$ cat config.mk
export PLATFORM = sky130hd
export DESIGN_NAME = tars_coord
export DESIGN_NICKNAME = d
export VERILOG_FILES = /design/src/rtl/tars_pkg.sv /design/src/rtl/tars_coord.sv
export SDC_FILE = /design/constraint.sdc
export NUM_CORES = 1
export LEC_CHECK = 0
export ABC_CLOCK_PERIOD_IN_PS = 7270
export BUFFER_PORTS_ARGS = -buffer_cell sky130_fd_sc_hd__clkbuf_2
export CORE_UTILIZATION = 40
export DETAILED_ROUTE_END_ITERATION = 16
export SKIP_CTS_REPAIR_TIMING = 1
export SLEW_MARGIN = 20
export SYNTH_ARGS = -nofsm -noshare
export SYNTH_HDL_FRONTEND = slang
export SYNTH_SLANG_ARGS = --single-unit
$ cat constraint.sdc
create_clock -name i_clk -period 7.27 [get_ports i_clk]
set_input_delay 0.3635 -clock i_clk [delete_from_list [all_inputs] [get_ports i_clk]]
set_output_delay 0.3635 -clock i_clk [all_outputs]
set_load 0.02 [all_outputs]
$ cat src/rtl/tars_pkg.sv
// shared constants, register codes and types of the tensor axis reduce-sum block
package tars_pkg;

    localparam int ELEM_W     = 32;
    localparam int OUT_IDX_W  = 10;
    localparam int CFG_DIMS   = 4;
    localparam int COORD_W    = 12;
    localparam int DIM_W      = 13;
    localparam int AXIS_W     = 4;
    localparam int CFG_IDX_W  = 3;
    localparam int CFG_DATA_W = 13;

    localparam logic [DIM_W-1:0] MAX_DIM = 13'd4096;

    localparam int DATA_WIDTH_DEF = 32;
    localparam int ACC_DEPTH_DEF  = 1024;
    localparam int MAX_RANK_DEF   = 4;

    typedef enum logic [CFG_IDX_W-1:0] {
        CFG_DIM_SIZE_0 = 3'd0,
        CFG_DIM_SIZE_1 = 3'd1,
        CFG_DIM_SIZE_2 = 3'd2,
        CFG_DIM_SIZE_3 = 3'd3,
        CFG_AXIS_MASK  = 3'd4
    } t_cfg_reg;

    // effective sizes and reduced-dimension set
    typedef struct packed {
        logic [CFG_DIMS-1:0][DIM_W-1:0] size;
        logic [CFG_DIMS-1:0]            red;
    } t_cfg_view;

    // where the element sits with respect to its output
    typedef struct packed {
        logic first;
        logic done;
        logic last;
    } t_pos;

    typedef struct packed {
        logic signed [ELEM_W-1:0] x;
        t_pos                     pos;
        logic [OUT_IDX_W-1:0]     lo;
    } t_item;

endpackage

$ cat src/rtl/tars_coord.sv
// coordinate counters: position flags, clamped coordinates and row-major advance
module tars_coord #(
    parameter int NDIM = tars_pkg::CFG_DIMS
) (
    input  logic                                  i_clk,
    input  logic                                  i_rst_n,
    input  logic                                  i_accept,
    input  tars_pkg::t_cfg_view                   i_view,
    output tars_pkg::t_pos                        o_pos,
    output logic [NDIM-1:0][tars_pkg::COORD_W-1:0] o_cl
);
    import tars_pkg::*;

    logic [NDIM-1:0][COORD_W-1:0] r_coord;
    logic [NDIM-1:0][COORD_W-1:0] n_coord;
    logic [NDIM-1:0][COORD_W-1:0] lim;
    logic [NDIM-1:0]              at_last;
    logic [NDIM-1:0]              carry;
    logic                         run;

    always_comb begin
        o_pos.first = 1'b1;
        o_pos.done  = 1'b1;
        o_pos.last  = 1'b1;
        for (int k = 0; k < NDIM; k++) begin
            lim[k]     = COORD_W'(i_view.size[k] - 1'b1);
            at_last[k] = r_coord[k] >= lim[k];
            o_cl[k]    = at_last[k] ? lim[k] : r_coord[k];
            if (i_view.red[k]) begin
                if (r_coord[k] != '0) begin
                    o_pos.first = 1'b0;
                end
                if (!at_last[k]) begin
                    o_pos.done = 1'b0;
                end
            end
            if (!at_last[k]) begin
                o_pos.last = 1'b0;
            end
        end
        // innermost dimension always steps, carry ripples outward
        run = 1'b1;
        for (int k = NDIM - 1; k >= 0; k--) begin
            carry[k] = run;
            run      = run & at_last[k];
        end
        for (int k = 0; k < NDIM; k++) begin
            if (carry[k]) begin
                n_coord[k] = at_last[k] ? '0 : r_coord[k] + 1'b1;
            end else begin
                n_coord[k] = r_coord[k];
            end
        end
    end

    always_ff @(posedge i_clk) begin
        if (!i_rst_n) begin
            r_coord <= '0;
        end else if (i_accept) begin
            r_coord <= n_coord;
        end
    end

endmodule

== Yosys cells after proc, flatten, opt, wreduce, memory -nomap -nowiden ==
Index checks and enable logic that the tools add are counted.
Cells by class
  add/sub/neg operators: 8
  magnitude comparators: 4
  muxes and demuxes: 23
  bitwise gates (word level): 2
  reductions and logical operators: 7
Operators by type and width (count)
  12-bit 2-to-1 mux: 8
  12-bit by 1-bit adder with 12-bit output, second input constant: 4
  12-bit greater-or-equal comparator: 4
  12-bit nonzero test: 4
  12-bit by 1-bit subtractor with 12-bit output, second input constant: 4
  1-bit 2-to-1 mux: 11
  2-bit 2-to-1 mux: 4
  2-bit AND reduction: 3
  1-bit AND: 2
Storage, ports and cells
  register bits: 48
  input bits: 59
  output and inout bits: 51
  word-level logic and storage cells: 48

== Depth between registers and ports, before layout ==
  depth after elaboration: 10
  depth in mapped cells: 15
  depth with buffers taken out: 14

== Worst setup path before layout ==
No wires, ideal clock.
  kind: input to output
  start: input port i_view[21] (netlist name)
  end: output port o_cl[15] (netlist name)
  data arrival time: 3.312 ns
  data required time: 6.906 ns
  path slack: 3.595 ns
  stages on the path: 12
  path through: nor3_1 > nand3_1 > or3_1 > or3_1 > xor2_1 > ha_1 > nand4_1 > o21ai_0 > clkbuf_1 > clkbuf_1 > nor2_1 > a21oi_1
RTL lines
  start, declared: line tars_coord.sv:8  | input tars_pkg::t_cfg_view i_view,
  end, declared: line tars_coord.sv:10  | output logic [NDIM-1:0][tars_pkg::COORD_W-1:0] o_cl

==> flow_summary_export.csv <==
group,metric,value,unit
outcome,status,"finished, final reports clean",
min_path,min_path_type,"flip-flop to flip-flop",
global_routing,grt_overflow,0,
sta,layout_min_cycle_time,4173,ps
pwr,finalPower,0.5940,mW
synthesis,yosys.cell_types.count,52,
synthesis,ys_seq_area_share,20.31,%
sta,hold_viol,0,
setup_path,worstSetupPathType,"input port to output port",
pwr,power_density,107.3,nW/um^2
sta,finalCritPeriodShare,57.40,%
synthesis,synth_top_area_share,20.31,%
pwr,p_leak,2.525,nW
synthesis,yosysWarnings,0,
synthesis,synth.avg_cell_area,7.346,sq um
detailed_routing,routed_wl,11.58,mm
sta,setup_violations,0,
setup_path,cp_max_fo,23,
finish,largest_reg_flops,48,
finish,regMostFlops,"r_coord",
detailed_routing,drtIter0Drc,163,
global_routing,groute.usage.overall,18.60,%
clock_network,clk_path_buf_depth,2,
placement,place_congestion,0.8003,
placement,hpwl,9.478,mm
global_routing,antenna_found_initial,0,
setup_path,worstPathRequired,6910,ps
synthesis,yosys-top-cells-area,"dfxtp_1 (20%), ha_1 (16%), nor2_1 (7.3%)",
setup_path,worstSetupStartpointType,"input port",
detailed_routing,first_pass_iters,7,
detailed_routing,wire_per_inst,13.15,um
die,initial_core_util,41.25,%
sta,max_slew.worst_pin.slew,802.4,ps
finish,fin_area,5535,sq um
setup_path,end_kind,"output port",
detailed_routing,drc,0,
run,drv_cap,0,
detailed_routing,vias,4761,
clock_network,cts_made_buffers,5,
sta,skew,2.128,ps
detailed_routing,viasPerCell,5.410,
synthesis,syn_nets,763,
clock_network,cts.clk_slew.worst_paths,60,ps
die,die_area,12270,sq um
placement,pre_cts_ws,2979,ps
finish,fin_util,48.27,%
die,num_io_pins,110,
sta,fmax,0.2396,GHz
clock_network,cts_sinks,48,
die,die_h,110.8,um
sta,hold_slack,501.3,ps
die,num_rows,39,
synthesis,synth_area,4731,sq um
finish,drive_above_1_share,17.50,%
clock_network,clkLatencyLatePin,280,ps
synthesis,netlist_instances,644,
placement,placed_area,5383,sq um
finish,finalNonFillerCells,880,
global_routing,grt_max_degree,39,
sta,finalSetupTns,0,ps
pwr,vdd_drop_max,0.0001005,V
sta,max_slew_margin,46.11,%
placement,placed_cells,873,
synthesis,synth-seq-cells,48,
finish,syn_to_final_growth,17.01,%
synthesis,synth_edf_count,0,
global_routing,grt_pass1_wl,19.58,mm
synthesis,synth_top_area_cell,"dfxtp_1",
synthesis,ys.flop_type,"dfxtp_1",
finish,reg_top3,"r_coord (48)",
sta,setup_ws,3097,ps
synthesis,synth-async-reset-ratio,0,%
placement,io_buffers,105,
sta,rsz0062_at_grt,"no",
die,coreArea,11470,sq um
global_routing,grt_pass1_vias,4359,
finish,nets,856,
clock_network,root_buffer,"clkbuf_16",
clock_network,htree_levels,2,
finish,diodes,0,
setup_path,cp_data_arrival_time,3810,ps
clock_network,cts_tree,"yes",
die,die_w,110.8,um
detailed_routing,antenna_left,0,
sta,slew_viol_final,0,
[cells in the mapped netlist, types with 2 or more instances]
master and instances:
a31oi_1 3, buf_1 2, a211oi_1 4, ha_1 60, a21oi_1 65, nand3b_1 2
nor4_1 7, dfxtp_1 48, nand4b_1 2, nand3_1 29, nor3_1 26, a32o_1 4
o21ai_0 17, clkbuf_1 13, nand2_1 53, nor4b_1 5, nor3b_1 3, nand4_1 20
or3_1 13, o22ai_1 4, buf_2 7, nor2b_1 4, and3_1 9, mux2i_1 13
inv_1 31, nand2b_1 3, or4_4 2, xor2_1 39, and3b_1 3, a21o_1 9
inv_2 2, and2_1 2, a2111oi_0 2, nor2_1 92, xnor2_1 21, o21ai_1 9
[worst max-delay path, stage by stage]
cell and delay, ps:
clkbuf_2 100, nor2_1 150, nand2_1 80, nor2_1 160
nand2_1 120, or4_1 420, xor2_1 220, ha_1 280
nand4_1 120, nor2_1 60, o21ai_0 70, nor2_1 110
nor4_4 730, buf_4 400, mux2i_1 220, clkbuf_2 180
[placed cells by master, fill, tap and decap left out, types with 3 or more instances in the layout]
cell and count:
buf_4 3, and3b_1 3, inv_1 31, nand2b_1 3
o22ai_1 4, dfxtp_1 48, a211oi_1 4, nand2_1 53
o21ai_0 16, clkbuf_2 105, a31oi_1 3, a21o_1 9
nor4b_1 5, nand4_1 20, a21oi_1 65, or3_1 13
xnor2_1 21, o21ai_1 8, and3_1 9, nor3b_1 3
ha_1 60, nor4_1 7, clkbuf_16 5, a32o_1 4
nand3_1 29, mux2i_1 13, nor2b_1 4, nor2_1 92
xor2_1 39, nor3_1 26
[routing by layer]
metal,global-route usage (%),vias up,share of wire (%)
li1,-,2473,-
met2,33.21,97,48
met4,3.644,0,1.0
met3,2.679,10,3.6
met5,0,-,0
met1,23.70,2181,47
[cells by family after synthesis]
kind of cell | Yosys count | synth area share [%]
buffers and inverters | 55 | 4.549
AOI/OAI and AO/OA | 125 | 15.47
DFF | 48 | 20.31
adders and majority gates | 60 | 15.87
muxes | 13 | 2.750
and+or+nand+nor | 283 | 29.94
xor gates and xnor gates | 60 | 11.11
[area by class of cell]
type | instances | area, sq um
clock buffer | 7 | 152.6
inverter | 33 | 123.9
sequential | 48 | 960.9
fill | 1165 | 5932
timing repair buffer | 108 | 548.0
multi-input combinational | 541 | 3571
tap | 143 | 178.9
[report_power, final]
group	total (mW)	internal (mW)	switching, mW
registers	0.266	0.264	0.00162
clock network	0.237	0.144	0.0929
logic	0.0912	0.0388	0.0524
total	0.594	0.447	0.147
[path summary, 6_finish.rpt]
kind,start,endpoint,slack [ps],depth (start not counted)
worst min-delay path,r_coord[0]$_SDFFE_PN0P_,r_coord[0]$_SDFFE_PN0P_,500,2
worst min register to register,r_coord[0]$_SDFFE_PN0P_,r_coord[0]$_SDFFE_PN0P_,500,2
worst max-delay path,i_view[6],o_cl[10],3100,16
worst max register to register,r_coord[36]$_SDFFE_PN0P_,r_coord[22]$_SDFFE_PN0P_,3970,9
Power figures use the tool's default switching activity.
