===== src/rtl/tars_pkg.sv =====
// shared constants, register codes and types of the tensor axis reduce-sum block
package tars_pkg;

    localparam int ELEM_W     = 32;
    localparam int OUT_IDX_W  = 10;
    localparam int CFG_DIMS   = 4;
    localparam int COORD_W    = 12;
    localparam int DIM_W      = 13;
    localparam int AXIS_W     = 4;
    localparam int CFG_IDX_W  = 3;
    localparam int CFG_DATA_W = 13;

    localparam logic [DIM_W-1:0] MAX_DIM = 13'd4096;

    localparam int DATA_WIDTH_DEF = 32;
    localparam int ACC_DEPTH_DEF  = 1024;
    localparam int MAX_RANK_DEF   = 4;

    typedef enum logic [CFG_IDX_W-1:0] {
        CFG_DIM_SIZE_0 = 3'd0,
        CFG_DIM_SIZE_1 = 3'd1,
        CFG_DIM_SIZE_2 = 3'd2,
        CFG_DIM_SIZE_3 = 3'd3,
        CFG_AXIS_MASK  = 3'd4
    } t_cfg_reg;

    // effective sizes and reduced-dimension set
    typedef struct packed {
        logic [CFG_DIMS-1:0][DIM_W-1:0] size;
        logic [CFG_DIMS-1:0]            red;
    } t_cfg_view;

    // where the element sits with respect to its output
    typedef struct packed {
        logic first;
        logic done;
        logic last;
    } t_pos;

    typedef struct packed {
        logic signed [ELEM_W-1:0] x;
        t_pos                     pos;
        logic [OUT_IDX_W-1:0]     lo;
    } t_item;

endpackage


===== src/rtl/tars_if.sv =====


interface tars_cfg_if;
    import tars_pkg::*;
    logic                  valid;
    logic                  ready;
    logic [CFG_IDX_W-1:0]  index;
    logic [CFG_DATA_W-1:0] data;
    modport source(output valid, output index, output data, input ready);
    modport sink(input valid, input index, input data, output ready);
endinterface


===== src/rtl/tars_cfg.sv =====
// configuration registers with size clamping and reduce-set decode
module tars_cfg (
    input  logic                i_clk,
    input  logic                i_rst_n,
    tars_cfg_if.sink            i_cfg,
    output tars_pkg::t_cfg_view o_view
);
    import tars_pkg::*;

    logic [CFG_DIMS-1:0][DIM_W-1:0] r_dim;
    logic [AXIS_W-1:0]              r_axis;

    assign i_cfg.ready = 1'b1;

    always_ff @(posedge i_clk) begin
        if (!i_rst_n) begin
            for (int k = 0; k < CFG_DIMS; k++) begin
                r_dim[k] <= DIM_W'(1);
            end
            r_axis <= '0;
        end else if (i_cfg.valid) begin
            unique case (i_cfg.index)
                CFG_DIM_SIZE_0: r_dim[0] <= i_cfg.data;
                CFG_DIM_SIZE_1: r_dim[1] <= i_cfg.data;
                CFG_DIM_SIZE_2: r_dim[2] <= i_cfg.data;
                CFG_DIM_SIZE_3: r_dim[3] <= i_cfg.data;
                CFG_AXIS_MASK:  r_axis   <= i_cfg.data[AXIS_W-1:0];
                default: ;
            endcase
        end
    end

    always_comb begin
        for (int k = 0; k < CFG_DIMS; k++) begin
            if (r_dim[k] == '0) begin
                o_view.size[k] = DIM_W'(1);
            end else if (r_dim[k] > MAX_DIM) begin
                o_view.size[k] = MAX_DIM;
            end else begin
                o_view.size[k] = r_dim[k];
            end
        end
        // empty mask reduces everything
        o_view.red = (r_axis == '0) ? '1 : r_axis;
    end

endmodule


===== src/flat_wrapper.sv =====
// flat-port wrapper written by rule: the top's interface ports become plain ports
module tars_cfg_flat import tars_pkg::*;
  (i_clk, i_rst_n, o_view, i_cfg_valid, i_cfg_index, i_cfg_data, i_cfg_ready);
  tars_cfg_if i_cfg_i ();
  input  logic i_clk;
  input  logic i_rst_n;
  output tars_pkg::t_cfg_view o_view;
  input wire logic [$bits(i_cfg_i.valid)-1:0] i_cfg_valid;
  input wire logic [$bits(i_cfg_i.index)-1:0] i_cfg_index;
  input wire logic [$bits(i_cfg_i.data)-1:0] i_cfg_data;
  output wire logic [$bits(i_cfg_i.ready)-1:0] i_cfg_ready;
  assign i_cfg_i.valid = i_cfg_valid;
  assign i_cfg_i.index = i_cfg_index;
  assign i_cfg_i.data = i_cfg_data;
  assign i_cfg_ready = i_cfg_i.ready;
  tars_cfg u_core (.i_clk(i_clk), .i_rst_n(i_rst_n), .i_cfg(i_cfg_i), .o_view(o_view));
endmodule

===== config.mk =====
export PLATFORM = sky130hd
export DESIGN_NAME = tars_cfg_flat
export DESIGN_NICKNAME = d
export VERILOG_FILES = /design/src/rtl/tars_pkg.sv /design/src/rtl/tars_if.sv /design/src/rtl/tars_cfg.sv /design/src/flat_wrapper.sv
export SDC_FILE = /design/constraint.sdc
export NUM_CORES = 1
export LEC_CHECK = 0
export BUFFER_PORTS_ARGS = -buffer_cell sky130_fd_sc_hd__buf_2
export CELL_PAD_IN_SITES_DETAIL_PLACEMENT = 1
export CELL_PAD_IN_SITES_GLOBAL_PLACEMENT = 2
export CORE_MARGIN = 2
export CORE_UTILIZATION = 27
export CTS_BUF_LIST = sky130_fd_sc_hd__clkbuf_4
export CTS_CLUSTER_DIAMETER = 40
export CTS_CLUSTER_SIZE = 12
export DETAILED_ROUTE_END_ITERATION = 8
export GPL_TIMING_DRIVEN = 0
export PLACE_DENSITY_LB_ADDON = 0.1
export SYNTH_ARGS = -nofsm -noshare
export SYNTH_HDL_FRONTEND = slang
export SYNTH_SLANG_ARGS = --single-unit

===== constraint.sdc =====
create_clock -name i_clk -period 1.1 [get_ports i_clk]
set_input_delay 0.22 -clock i_clk [delete_from_list [all_inputs] [get_ports i_clk]]
set_output_delay 0.22 -clock i_clk [all_outputs]
set_load 0.02 [all_outputs]

Yosys cells after proc, flatten, opt, wreduce, memory -nomap -nowiden
Cells that the tools add are included.
Widths: inputs -> output; s select.
{"block": "word_totals", "register_bits": 56, "latch_bits": 0, "ram_bits": 0, "mem_bits_ro": 0, "inputBits": 19, "out_inout_bits": 57, "word_cells": 33, "memories": 0}
{"block": "op_classes", "add_sub_neg": 0, "mul": 0, "div_mod_pow": 0, "order_cmp": 4, "eq_ne": 4, "shifts": 0, "n_mux": 9, "bitwise_logic": 0, "reduce_logical": 11}
{"op": "$mux 13", "count": 8}
{"op": "$gt 13x13->1 const B", "count": 4}
{"op": "$logic_not 13->1", "count": 4}
{"op": "$reduce_and 2->1", "count": 5}
{"op": "$eq 3x2->1 const B", "count": 2}
{"op": "$logic_not 4->1", "count": 1}
{"op": "$mux 4", "count": 1}
{"op": "$eq 3x1->1 const B", "count": 1}
{"op": "$eq 3x3->1 const B", "count": 1}
{"op": "$logic_not 3->1", "count": 1}

Logic depth before layout (Yosys ltp)
{"block": "logic_depth", "word_depth": 3, "ltp_mapped": 5, "depth_no_buf": 3}

Worst setup path before layout
OpenSTA, ideal clock, no wires.
{"block": "synth_path", "path_type": "input port to flip-flop", "startpoint": "input i_cfg_index[0]", "endpoint": "register u_core.r_dim[0] in the netlist's numbering", "setup_time_ps": 137, "arrival_time_ps": 1056, "required_ps": 963, "setup_slack_ps": -94, "path_stages": 4, "path_buffers": 1, "path_cell_list": "or4b_4 buf_2 nand2_1 nand3_1"}
{"block": "synth_via", "elab_chain_len": 2}
{"item": "from (decl)", "line": "flat_wrapper.sv:9", "rtl": "input wire logic [$bits(i_cfg_i.index)-1:0] i_cfg_index;"}
{"item": "$logic_not 3->1", "line": "tars_cfg.sv:22", "rtl": "unique case (i_cfg.index)"}
{"item": "$reduce_and 2->1 (no line)"}
{"item": "to (decl)", "line": "tars_cfg.sv:10", "rtl": "logic [CFG_DIMS-1:0][DIM_W-1:0] r_dim;"}
Every way passes these cells.
A chain may end at the register's enable or synchronous reset.

==> results by group <==
Global route
  – Busiest layer in global routing: met2
  – GR Layer Usage met3: 2.65%
  – Met2 GRT Util: between 30% and 40%
  – Pin count of the biggest net entering global routing: 19
  – Leftover overflow at the end of global routing: 0
  – Initial antenna violation count: 0
  – Vias in the first global route: 2512
  – Total track usage: 17.2%
  – First-pass GRT wire length: between 10 and 15 mm
  – Met1 GRT Util: 21.9%

Synth
  – Fraction of synthesized cell area taken by the top area cell type: 44.7%
  – Area of the mapped netlist: 2510 µm²
  – Register bit total from synthesis: 56
  – Commonest cells in the netlist: nand2_1 (66), dfxtp_1 (56), nor2b_1 (48), nand3_1 (26), o21ai_0 (24)
  – Post-Syn Nets: 329
  – Post-synthesis async set-or-reset flop share: 0%
  – Post-synthesis cell type count: 26
  – Number of warnings issued by yosys: 0
  – Top cells by area, synth: dfxtp_1 (45%), nor2b_1 (12%), nand2_1 (9.9%)
  – Library cell with the highest instance count after synthesis: nand2_1
  – Post-synthesis sequential area ratio: between 40% and 50%
  – Synth area leader: dfxtp_1
  – Syn_area_per_cell: ~8 µm²
  – Count of mapped cells out of synthesis: 310
  – Count of flip-flops with a built-in enable after synthesis: 0
  – Main flop type after synthesis: dfxtp_1

Clock tree
  – Clock transition at the register clock pins on the worst setup and hold paths after CTS: 0.17 ns
  – CTS Buf Count: 5
  – CTS Buffer Depth: 2
  – Clock tree from TritonCTS: built
  – Sinks on Clock Net: 56
  – Latest clock arrival within the worst-skew pair: 0.40 ns
  – Buffer cell driving the clock tree root: clkbuf_4
  – H-tree Lvls: 2

STA
  – Setup slack after layout: -0.580 ns
  – Final slew viol count: 0
  – Final worst path period need: 1.68 ns
  – Final clock skew: 0 ns
  – Peak Freq: 0.595 GHz
  – Setup repair after global routing missed its margin: true
  – Final hold violation count: 0
  – Worst-Margin Slew: 0.546 ns
  – Final number of setup-violating endpoints: 56
  – Worst slew margin: 63.6%
  – Share of the clock period used by the worst path: 153%

Placement
  – Half-perimeter wire length after detailed placement: 6.01 mm
  – Final weighted congestion of routability-driven global placement: 0.775
  – Setup WS pre-CTS: -0.398 ns
  – Number of I/O port buffers: 73

Floorplan
  – Initial standard-cell utilization of the core: ~28%
  – Row cnt: 35
  – Core area: 9110 µm²
  – Top-Level Pins: 76
  – Die boundary height: ~100 µm
  – Horizontal die dimension: 100 µm
  – Die Outline Area: around 10000 µm²

Worst setup path
  – Worst Path Buf+Inv: 1
  – Worst EP required: 0.88 ns
  – Cell type of the slowest stage on the worst timing path: dfxtp_2
  – Worst-path maximum fanout: 2
  – Kind of launch point of the worst setup path: register
  – Cell type group with the largest total delay on the critical path: simple AND/OR/NAND/NOR gates
  – Path type of the worst setup path: reg2out
  – Arr. time, crit path: 1.46 ns
  – Crit path capture type: output port
  – Largest incremental delay on the critical path: approximately 0.37 ns
  – Cells along the critical path: nor4_4 -> a31oi_1 -> nor2_2 -> buf_6

Detailed routing
  – WL/cell: 16.4 µm
  – Number of remaining DRC errors: 0
  – Total iterations of the first detailed-routing run: 4
  – Via count: 2525
  – ANT nets after route: 0
  – Number of vias per cell: 4.83
  – Aggregate routed wire length: between 8 and 9 mm
  – Detailed Route Iter0 Violations: 35

Finish
  – Number of inserted filler cells in the final layout: 1064
  – Fraction of layout cells with a size suffix above 1: 42.2%
  – Area growth syn-to-layout: 55.2%
  – Post-layout util: roughly 43%
  – Fin nets: 430
  – Antenna Cells: 0

Worst hold path
  – Worst Hold Class: in2reg

Power and ir drop
  – Worst IR drop on VDD: 0.525 mV
  – Leakage power: about 1.6 nW
  – Ratio of total power to cell area: between 900 and 1000 nW/µm²
  – Total power: 3.68 mW

Flow run
  – Max cap viols: 0

Status
  – Violated checks: negative setup slack
  – Run status: finished, violations left
## timing repair
item | CTS | global route
hold endpoints to repair | 0 | 0
gates cloned | 4 | 0
setup endpoints to repair | 59 | 63
setup buffers | 15 | 2
gates resized for setup | 125 | 67
pin swaps | 10 | 6
hold buffers | 0 | 0
## path summary, 6_finish.rpt
kind                                       start  slack (ns)  cells past startpoint          endpoint
worst min register to register  u_core.r_dim[13]        0.49                      2  u_core.r_dim[13]
worst max-delay path             u_core.r_dim[5]       -0.58                      4         o_view[4]
worst max register to register  u_core.r_dim[51]        0.19                      4  u_core.r_dim[51]
worst min-delay path              i_cfg_data[11]        0.08                      3  u_core.r_dim[11]
## state kept, by name, summed over array words and instances (netlist names)
| name | flops |
|---|---|
| u_core.r_dim | 52 |
| u_core.r_axis | 4 |
## power by group
part / internal [mW] / total [mW] / switching [mW]
sequential: 2.07 / 2.12 / 0.0457
clock: 0.260 / 0.994 / 0.734
combinational: 0.267 / 0.574 / 0.307
## worst reg2reg max path: stages, from the launching register on
cell	delay (ns)
dfxtp_4	0.40
buf_8	0.14
buf_4	0.13
nand3_1	0.05
o21ai_0	0.09
## placed cells by master (no fill, tap or decap), types with 5 or more instances in the layout
cell type	n
a21boi_0	14
a21boi_1	10
buf_2	22
buf_4	42
buf_6	34
buf_8	7
clkbuf_1	12
clkbuf_4	5
dfxtp_1	37
dfxtp_2	15
mux2i_1	6
nand2_1	66
nand3_1	26
nor2b_1	23
nor2b_4	24
o21ai_0	24
## layout make-up
cell class | instances | area [µm²] | share of cell area (%)
Buffer | 26 | 179 | 4.60
Clock inverter | 3 | 22.5 | 0.578
Tap cell | 111 | 139 | 3.57
Multi-Input combinational cell | 228 | 1550 | 39.7
Sequential cell | 56 | 1150 | 29.7
Timing Repair Buffer | 94 | 813 | 20.9
Clock buffer | 5 | 37.5 | 0.964
## per-stage QoR
step           instances  TNS (ns)  area, µm²  hold slack (ns)
2_1_floorplan        310    -0.507       2520            0.344
3_3_place_gp         494    -18.01       3030            0.460
3_5_place_dp         494    -18.76       3030            0.459
4_1_cts              521    -19.74       3630           0.0543
5_1_grt              523    -21.82       3890           0.0613
6_report             523    -17.93       3890           0.0783
## metal layers
metal  vias up  share of wire (%)
met5         -                  0
met4         0                1.1
met3         8                3.3
met2        49                 50
met1      1227                 46
li1       1241                  -
## kinds of logic (layout without fill, tap and decap cells)
group           count (synthesis)  in the layout  synth area share (%)
buf+inv                        26            128                  4.39
flops                          56             56                  44.7
other cells                     1              1                 0.149
compound gates                 56             56                  14.2
mux                             6              6                  2.39
simple gates                  165            165                  34.2
Power figures use the tool's default switching activity.
