### src/rtl/tars_pkg.sv
// shared constants, register codes and types of the tensor axis reduce-sum block
package tars_pkg;

    localparam int ELEM_W     = 32;
    localparam int OUT_IDX_W  = 10;
    localparam int CFG_DIMS   = 4;
    localparam int COORD_W    = 12;
    localparam int DIM_W      = 13;
    localparam int AXIS_W     = 4;
    localparam int CFG_IDX_W  = 3;
    localparam int CFG_DATA_W = 13;

    localparam logic [DIM_W-1:0] MAX_DIM = 13'd4096;

    localparam int DATA_WIDTH_DEF = 32;
    localparam int ACC_DEPTH_DEF  = 1024;
    localparam int MAX_RANK_DEF   = 4;

    typedef enum logic [CFG_IDX_W-1:0] {
        CFG_DIM_SIZE_0 = 3'd0,
        CFG_DIM_SIZE_1 = 3'd1,
        CFG_DIM_SIZE_2 = 3'd2,
        CFG_DIM_SIZE_3 = 3'd3,
        CFG_AXIS_MASK  = 3'd4
    } t_cfg_reg;

    // effective sizes and reduced-dimension set
    typedef struct packed {
        logic [CFG_DIMS-1:0][DIM_W-1:0] size;
        logic [CFG_DIMS-1:0]            red;
    } t_cfg_view;

    // where the element sits with respect to its output
    typedef struct packed {
        logic first;
        logic done;
        logic last;
    } t_pos;

    typedef struct packed {
        logic signed [ELEM_W-1:0] x;
        t_pos                     pos;
        logic [OUT_IDX_W-1:0]     lo;
    } t_item;

endpackage

### src/rtl/tars_index.sv
// output index pipeline: one multiply-add per kept dimension and stage
module tars_index #(
    parameter int NDIM      = tars_pkg::CFG_DIMS,
    parameter int ACC_DEPTH = tars_pkg::ACC_DEPTH_DEF
) (
    input  logic                                   i_clk,
    input  logic                                   i_rst_n,
    input  logic                                   i_adv,
    input  logic                                   i_accept,
    input  logic signed [tars_pkg::ELEM_W-1:0]     i_x,
    input  tars_pkg::t_pos                         i_pos,
    input  logic [NDIM-1:0][tars_pkg::COORD_W-1:0] i_cl,
    input  tars_pkg::t_cfg_view                    i_view,
    output logic                                   o_vld,
    output tars_pkg::t_item                        o_item,
    output logic                                   o_inside,
    output logic [((ACC_DEPTH > 1) ? $clog2(ACC_DEPTH) : 1)-1:0] o_addr
);
    import tars_pkg::*;

    localparam int ADDR_W = (ACC_DEPTH > 1) ? $clog2(ACC_DEPTH) : 1;
    // saturating index: value ACC_DEPTH stands for anything at or beyond the depth
    localparam int SAT_W  = $clog2(ACC_DEPTH + 1);
    localparam int PL_W   = OUT_IDX_W + DIM_W + 1;
    localparam int PS_W   = SAT_W + DIM_W + 1;
    localparam logic [SAT_W-1:0] SAT_TOP = SAT_W'(ACC_DEPTH);

    logic                         r_vld  [NDIM+1];
    t_item                        r_item [NDIM+1];
    logic [NDIM-1:0][COORD_W-1:0] r_cl   [NDIM+1];
    logic [SAT_W-1:0]             r_sat  [NDIM+1];

    always_ff @(posedge i_clk) begin
        if (!i_rst_n) begin
            r_vld[0] <= 1'b0;
        end else if (i_adv) begin
            r_vld[0] <= i_accept;
        end
    end

    always_ff @(posedge i_clk) begin
        if (i_adv) begin
            r_item[0].x   <= i_x;
            r_item[0].pos <= i_pos;
            r_item[0].lo  <= '0;
            r_cl[0]       <= i_cl;
            r_sat[0]      <= '0;
        end
    end

    for (genvar k = 0; k < NDIM; k++) begin : g_stage
        logic [PL_W-1:0]  prod_lo;
        logic [PS_W-1:0]  prod_sat;
        logic [SAT_W-1:0] n_sat;
        t_item            n_item;

        always_comb begin
            prod_lo  = PL_W'(r_item[k].lo) * PL_W'(i_view.size[k]) + PL_W'(r_cl[k][k]);
            prod_sat = PS_W'(r_sat[k]) * PS_W'(i_view.size[k]) + PS_W'(r_cl[k][k]);
            n_item   = r_item[k];
            n_sat    = r_sat[k];
            if (!i_view.red[k]) begin
                n_item.lo = prod_lo[OUT_IDX_W-1:0];
                if (r_sat[k] == SAT_TOP || prod_sat >= PS_W'(ACC_DEPTH)) begin
                    n_sat = SAT_TOP;
                end else begin
                    n_sat = prod_sat[SAT_W-1:0];
                end
            end
        end

        always_ff @(posedge i_clk) begin
            if (!i_rst_n) begin
                r_vld[k+1] <= 1'b0;
            end else if (i_adv) begin
                r_vld[k+1] <= r_vld[k];
            end
        end

        always_ff @(posedge i_clk) begin
            if (i_adv) begin
                r_item[k+1] <= n_item;
                r_cl[k+1]   <= r_cl[k];
                r_sat[k+1]  <= n_sat;
            end
        end
    end

    assign o_vld    = r_vld[NDIM];
    assign o_item   = r_item[NDIM];
    assign o_inside = r_sat[NDIM] != SAT_TOP;
    assign o_addr   = o_inside ? ADDR_W'(r_sat[NDIM]) : '0;

endmodule

### config.mk
export PLATFORM = sky130hd
export DESIGN_NAME = tars_index
export DESIGN_NICKNAME = d
export VERILOG_FILES = /design/src/rtl/tars_pkg.sv /design/src/rtl/tars_index.sv
export SDC_FILE = /design/constraint.sdc
export NUM_CORES = 1
export LEC_CHECK = 0
export BUFFER_PORTS_ARGS = -buffer_cell sky130_fd_sc_hd__buf_2
export CORE_ASPECT_RATIO = 0.8
export CORE_MARGIN = 1.5
export CORE_UTILIZATION = 40
export CTS_CLUSTER_SIZE = 16
export DETAILED_ROUTE_END_ITERATION = 16
export HOLD_SLACK_MARGIN = 0.08
export PLACE_DENSITY = 0.6
export SYNTH_ARGS = -nofsm -noshare
export SYNTH_HDL_FRONTEND = slang
export SYNTH_SLANG_ARGS = --single-unit
### constraint.sdc
create_clock -name i_clk -period 8.5 [get_ports i_clk]
set_input_delay 0.85 -clock i_clk [delete_from_list [all_inputs] [get_ports i_clk]]
set_output_delay 0.85 -clock i_clk [all_outputs]
set_load 0.01 [all_outputs]
# Yosys cells after proc, flatten, opt, wreduce, memory -nomap -nowiden
# Memory sizes are Yosys's and may differ from the RTL's.
# Index checks and enable logic that the tools add are counted.
# op_classes
bitwise_logic	5
add_sub_neg	8
n_eq_ne	5
order_cmp	4
mul	8
mux	23
n_reduce_logical	4
# ops
cell	n
adder 24 x 12 -> 25 bit	4
greater-or-equal comparator 25 x 11 -> 1 bit, second input constant	4
multiplier 11 x 13 -> 24 bit	4
2-to-1 mux 11 bit	8
multiplier 10 x 13 -> 10 bit	4
2-to-1 mux 10 bit	5
== test 11 bit, second input constant	4
adder 10 bit	4
!= test 11 bit, second input constant	1
2-to-1 mux 1 bit	10
OR 1 bit	5
logical OR 1 bit	4
# totals
reg_bits	0
out_inout_bits	57
ramBits	525
memories	4
wordCells	61
input_bits	143
# memory_table
name	depth	width	rd	rd_clocked_by_memory_dff	write_ports	line_no	text
r_cl	5	48	4	0	5	tars_index.sv:30	logic [NDIM-1:0][COORD_W-1:0] r_cl [NDIM+1];
r_item	5	45	5	0	5	tars_index.sv:29	t_item r_item [NDIM+1];
r_sat	5	11	5	0	5	tars_index.sv:31	logic [SAT_W-1:0] r_sat [NDIM+1];
r_vld	5	1	5	0	5	tars_index.sv:28	logic r_vld [NDIM+1];

# Logic depth before layout (Yosys ltp)
# depth
depth_word	6
mapped_depth	25
ltp_nobuf	21

# Worst setup path before layout
# Ideal clock, no wire load.
# synth_path
path_type	input to register
from	input port i_view[31] (netlist bit)
to	memory r_sat[0][34] (netlist bit) (data pin)
required_ns	8.243
path_buffers	4
cell_stages	21
t_arrival_ns	6.092
setup_slack_ns	2.152
setup_ns	0.257
path_cell_list	clkbuf_1 clkbuf_1 nand2_1 fa_1 fa_1 inv_1 fa_1 fa_1 fa_1 ha_1 clkbuf_1 a211oi_1 nor2_1 o41ai_1 o21ai_1 a311o_1 a31oi_1 o211ai_1 o21bai_1 buf_2 a32o_1
# synth_rtl
item	line_no	text
from (decl)	tars_index.sv:13	input tars_pkg::t_cfg_view i_view,
to (decl)	tars_index.sv:31	

==> results.json <==
{
  "outcome": "finished, final reports clean",
  "grt_max_degree": 131,
  "r2r_slack_ns": 1.59,
  "insertion_delay_ns": 0.60,
  "ys_async_sr_fraction_pct": 0,
  "layout_setup_ws_ns": 1.592,
  "layout_common_cells": "596 x inv_1, 423 x fa_1, 417 x nand2_1, 383 x edfxtp_1, 282 x ha_1",
  "synth_area_mm2": 0.03353,
  "syn_to_final_growth_pct": 8.736,
  "cts_repair_resize_count": 0,
  "worstHoldStart": "r_item[0][154]$_DFFE_PP_",
  "p_per_area_mw_per_mm2": 283.1,
  "first_iter_violations": 1057,
  "reg2regPathDepth": 18,
  "irDropWorstVdd_uv": 234.2,
  "ys.flop_type": "edfxtp_1",
  "syn_nets": 3913,
  "postSynthAreaPerCell_um2": 10.94,
  "holdPathEnd": "r_item[0][199]$_DFFE_PP_",
  "port_buffers": 186,
  "drc_errors": 0,
  "clock_sinks": 384,
  "coreArea_mm2": 0.08256,
  "postCtsSetupBuffers": 0,
  "globalRouteOverflowTotal": 0,
  "fill_cells": 7866,
  "place_area_mm2": 0.03506,
  "synth-seq-cells": 384,
  "cts_buffers": 41,
  "nets": 3974,
  "path_buf_inv": 3,
  "ys_types": 67,
  "grt_pass1_vias": 21897,
  "hold_viol_final": 0,
  "r2r_start": "r_sat[0][24]$_DFFE_PP_",
  "maxSlewViolCount": 0,
  "finalInstanceArea_mm2": 0.03646,
  "initial_core_util_pct": 40.61,
  "worst_path_largest_cell_delay_ns": 0.90,
  "postCtsHoldBufs": 0,
  "routed_wl_um": 68340,
  "drive_above_1_share_pct": 8.682,
  "worst_pin_slew_ns": 1.024,
  "cts_tree": "built",
  "io_pins": 200,
  "cp_cell_sequence": "nand2_1 > fa_1 > inv_1 > fa_1 > inv_1 > fa_1 > fa_1 > fa_1 > inv_1 > ha_1 > a2111oi_0 > o21ai_1 > nand2_1 > o21ai_1 > a311o_1 > xor2_1 > nor4_2 > a21oi_1",
  "grt_pass1_wl_um": 114800,
  "fin_setup_tns_ns": 0,
  "setup_viol": 0,
  "ant_nets": 0,
  "clkSlewWorstSetupHoldPaths_ns": 0.07,
  "netlist_instances": 3065,
  "rsz0062_at_grt": "false",
  "synth_edf_count": 383,
  "setup.worst_path.start_class": "flip-flop",
  "hold_depth": 0,
  "critical_path_class": "flip-flop to flip-flop",
  "cts_buffer_depth": 3,
  "cts_root_buf": "clkbuf_16",
  "relSlewSlack_pct": 31.13,
  "place_congestion": 0.8348,
  "finalCritPeriodShare_pct": 81.27,
  "crit_family": "adder cells",
  "multi_input_area_mm2": 0.01895,
  "antenna_found_initial": 7,
  "dp_hpwl_um": 51330,
  "die_x_um": 326.7,
  "cp_max_fo": 15,
  "die_h_um": 262.0,
  "fmaxAchievable_ghz": 0.1448,
  "vias_per_cell": 4.848,
  "yosysSeqAreaShare_pct": 34.36,
  "pre_cts_slack_ns": 1.350,
  "crit_slowest_cell": "nor4_2",
  "maxCapViolations": 0,
  "cp.arrival_ns": 7.16,
  "min_period_ns": 6.908,
  "yosys_warnings": 0,
  "fp-row-count": 94,
  "die_area_mm2": 0.08558,
  "timing.rr.end": "r_sat[0][43]$_DFFE_PP_",
  "cp-startpoint": "r_sat[0][24]$_DFFE_PP_",
  "grtUsageTotal_pct": 16.65,
  "wire_per_inst_um": 16.04,
  "drt_first_pass_iters": 5,
  "finalClockSkew_ns": 0.05849,
  "endpoint_kind": "flip-flop",
  "cts_htree_levels": 2,
  "ff_latch_area_mm2": 0.01152,
  "holdCritPathClass": "flip-flop to flip-flop",
  "leakagePower_nw": 16.69,
  "layout_commonest_cell": "inv_1",
  "crit_required_ns": 8.75,
  "crit_top_cell": "fa_1",
  "vias": 20657
}
## power breakdown
part | total [mW] | switching, mW | leakage [nW] | internal (mW)
clock network | 1.87 | 0.772 | 0.682 | 1.10
registers | 2.47 | 0.146 | 3.79 | 2.33
logic | 5.98 | 3.34 | 12.2 | 2.65
## flip-flops by register name, summed over array words and instances (netlist names)
| signal | count |
|---|---|
| r_item | 215 |
| r_cl | 120 |
| r_sat | 44 |
| r_vld | 5 |
## layout make-up
cell class	count	share of cell area, %
clock buffer	49	2.955
sequential	384	31.60
clock inverter	24	0.8649
multi-input combinational	1914	51.97
tap	1104	3.789
antenna	1	0.006864
timing repair buffer	189	2.677
inverter	596	6.137
## stage by stage
step | hold WS, ns | total power, mW | cells | util (%)
2_1_floorplan | 0.4003 | 7.270 | 3065 | -
3_3_place_gp | 0.4002 | 8.424 | 4187 | 42.47
3_5_place_dp | 0.4045 | 8.485 | 4187 | 42.47
4_1_cts | 0.3768 | 10.44 | 4260 | 44.15
5_1_grt | 0.3945 | 11.41 | 4260 | 44.15
6_report | 0.3970 | 10.32 | 4261 | 44.16
## how the worst max path moves through the flow
stage / endpoint / cells after the start
floorplan: r_sat[0][34]$_DFFE_PP_ / 21
global placement: r_sat[0][43]$_DFFE_PP_ / 20
detailed placement: r_sat[0][43]$_DFFE_PP_ / 19
CTS: r_sat[0][43]$_DFFE_PP_ / 18
global route: r_sat[0][43]$_DFFE_PP_ / 18
finish: r_sat[0][43]$_DFFE_PP_ / 18
## cell usage after synthesis, drive strengths merged, types with 4 or more instances
cell,instances,area share (%)
a2111oi,10,0.28
a211o,4,0.10
a211oi,15,0.35
a21boi,4,0.090
a21o,23,0.52
a21oi,60,0.91
a22o,13,0.34
a31oi,13,0.24
a32o,11,0.33
and2,239,4.5
and3,7,0.13
buf,49,1.1
clkbuf,122,1.4
edfxtp,383,34
fa,423,25
ha,282,11
inv,596,6.7
mux2,10,0.34
mux2i,9,0.27
nand2,417,4.7
nand2b,14,0.26
nand3,19,0.28
nand3b,5,0.11
nand4,8,0.15
nor2,35,0.39
nor2b,18,0.34
nor3,17,0.27
nor3b,11,0.25
nor4,10,0.21
nor4b,5,0.13
o2111ai,6,0.16
o211ai,8,0.19
o21a,7,0.16
o21ai,55,0.82
o21bai,14,0.31
o41ai,4,0.10
xnor2,82,2.1
xor2,26,0.68
## metal layers
layer	up-vias	share of wire (%)	global-route usage [%]	routed length, µm
li1	9829	-	-	-
met1	10283	48	23.74	32830
met2	436	45	26.62	30420
met3	97	5.7	3.095	3892
met4	12	1.6	3.434	1119
met5	-	0.11	0	72
## logic make-up after synthesis
logic type / share of synthesized area (%)
AOI/OAI and AO/OA: 5.408
xor gates and xnor gates: 2.821
adders and majority gates: 35.78
buffers and inverters: 9.128
DFF: 34.36
muxes: 0.6046
and+or+nand+nor: 11.89
No activity file was read; power rests on OpenSTA's default activity.
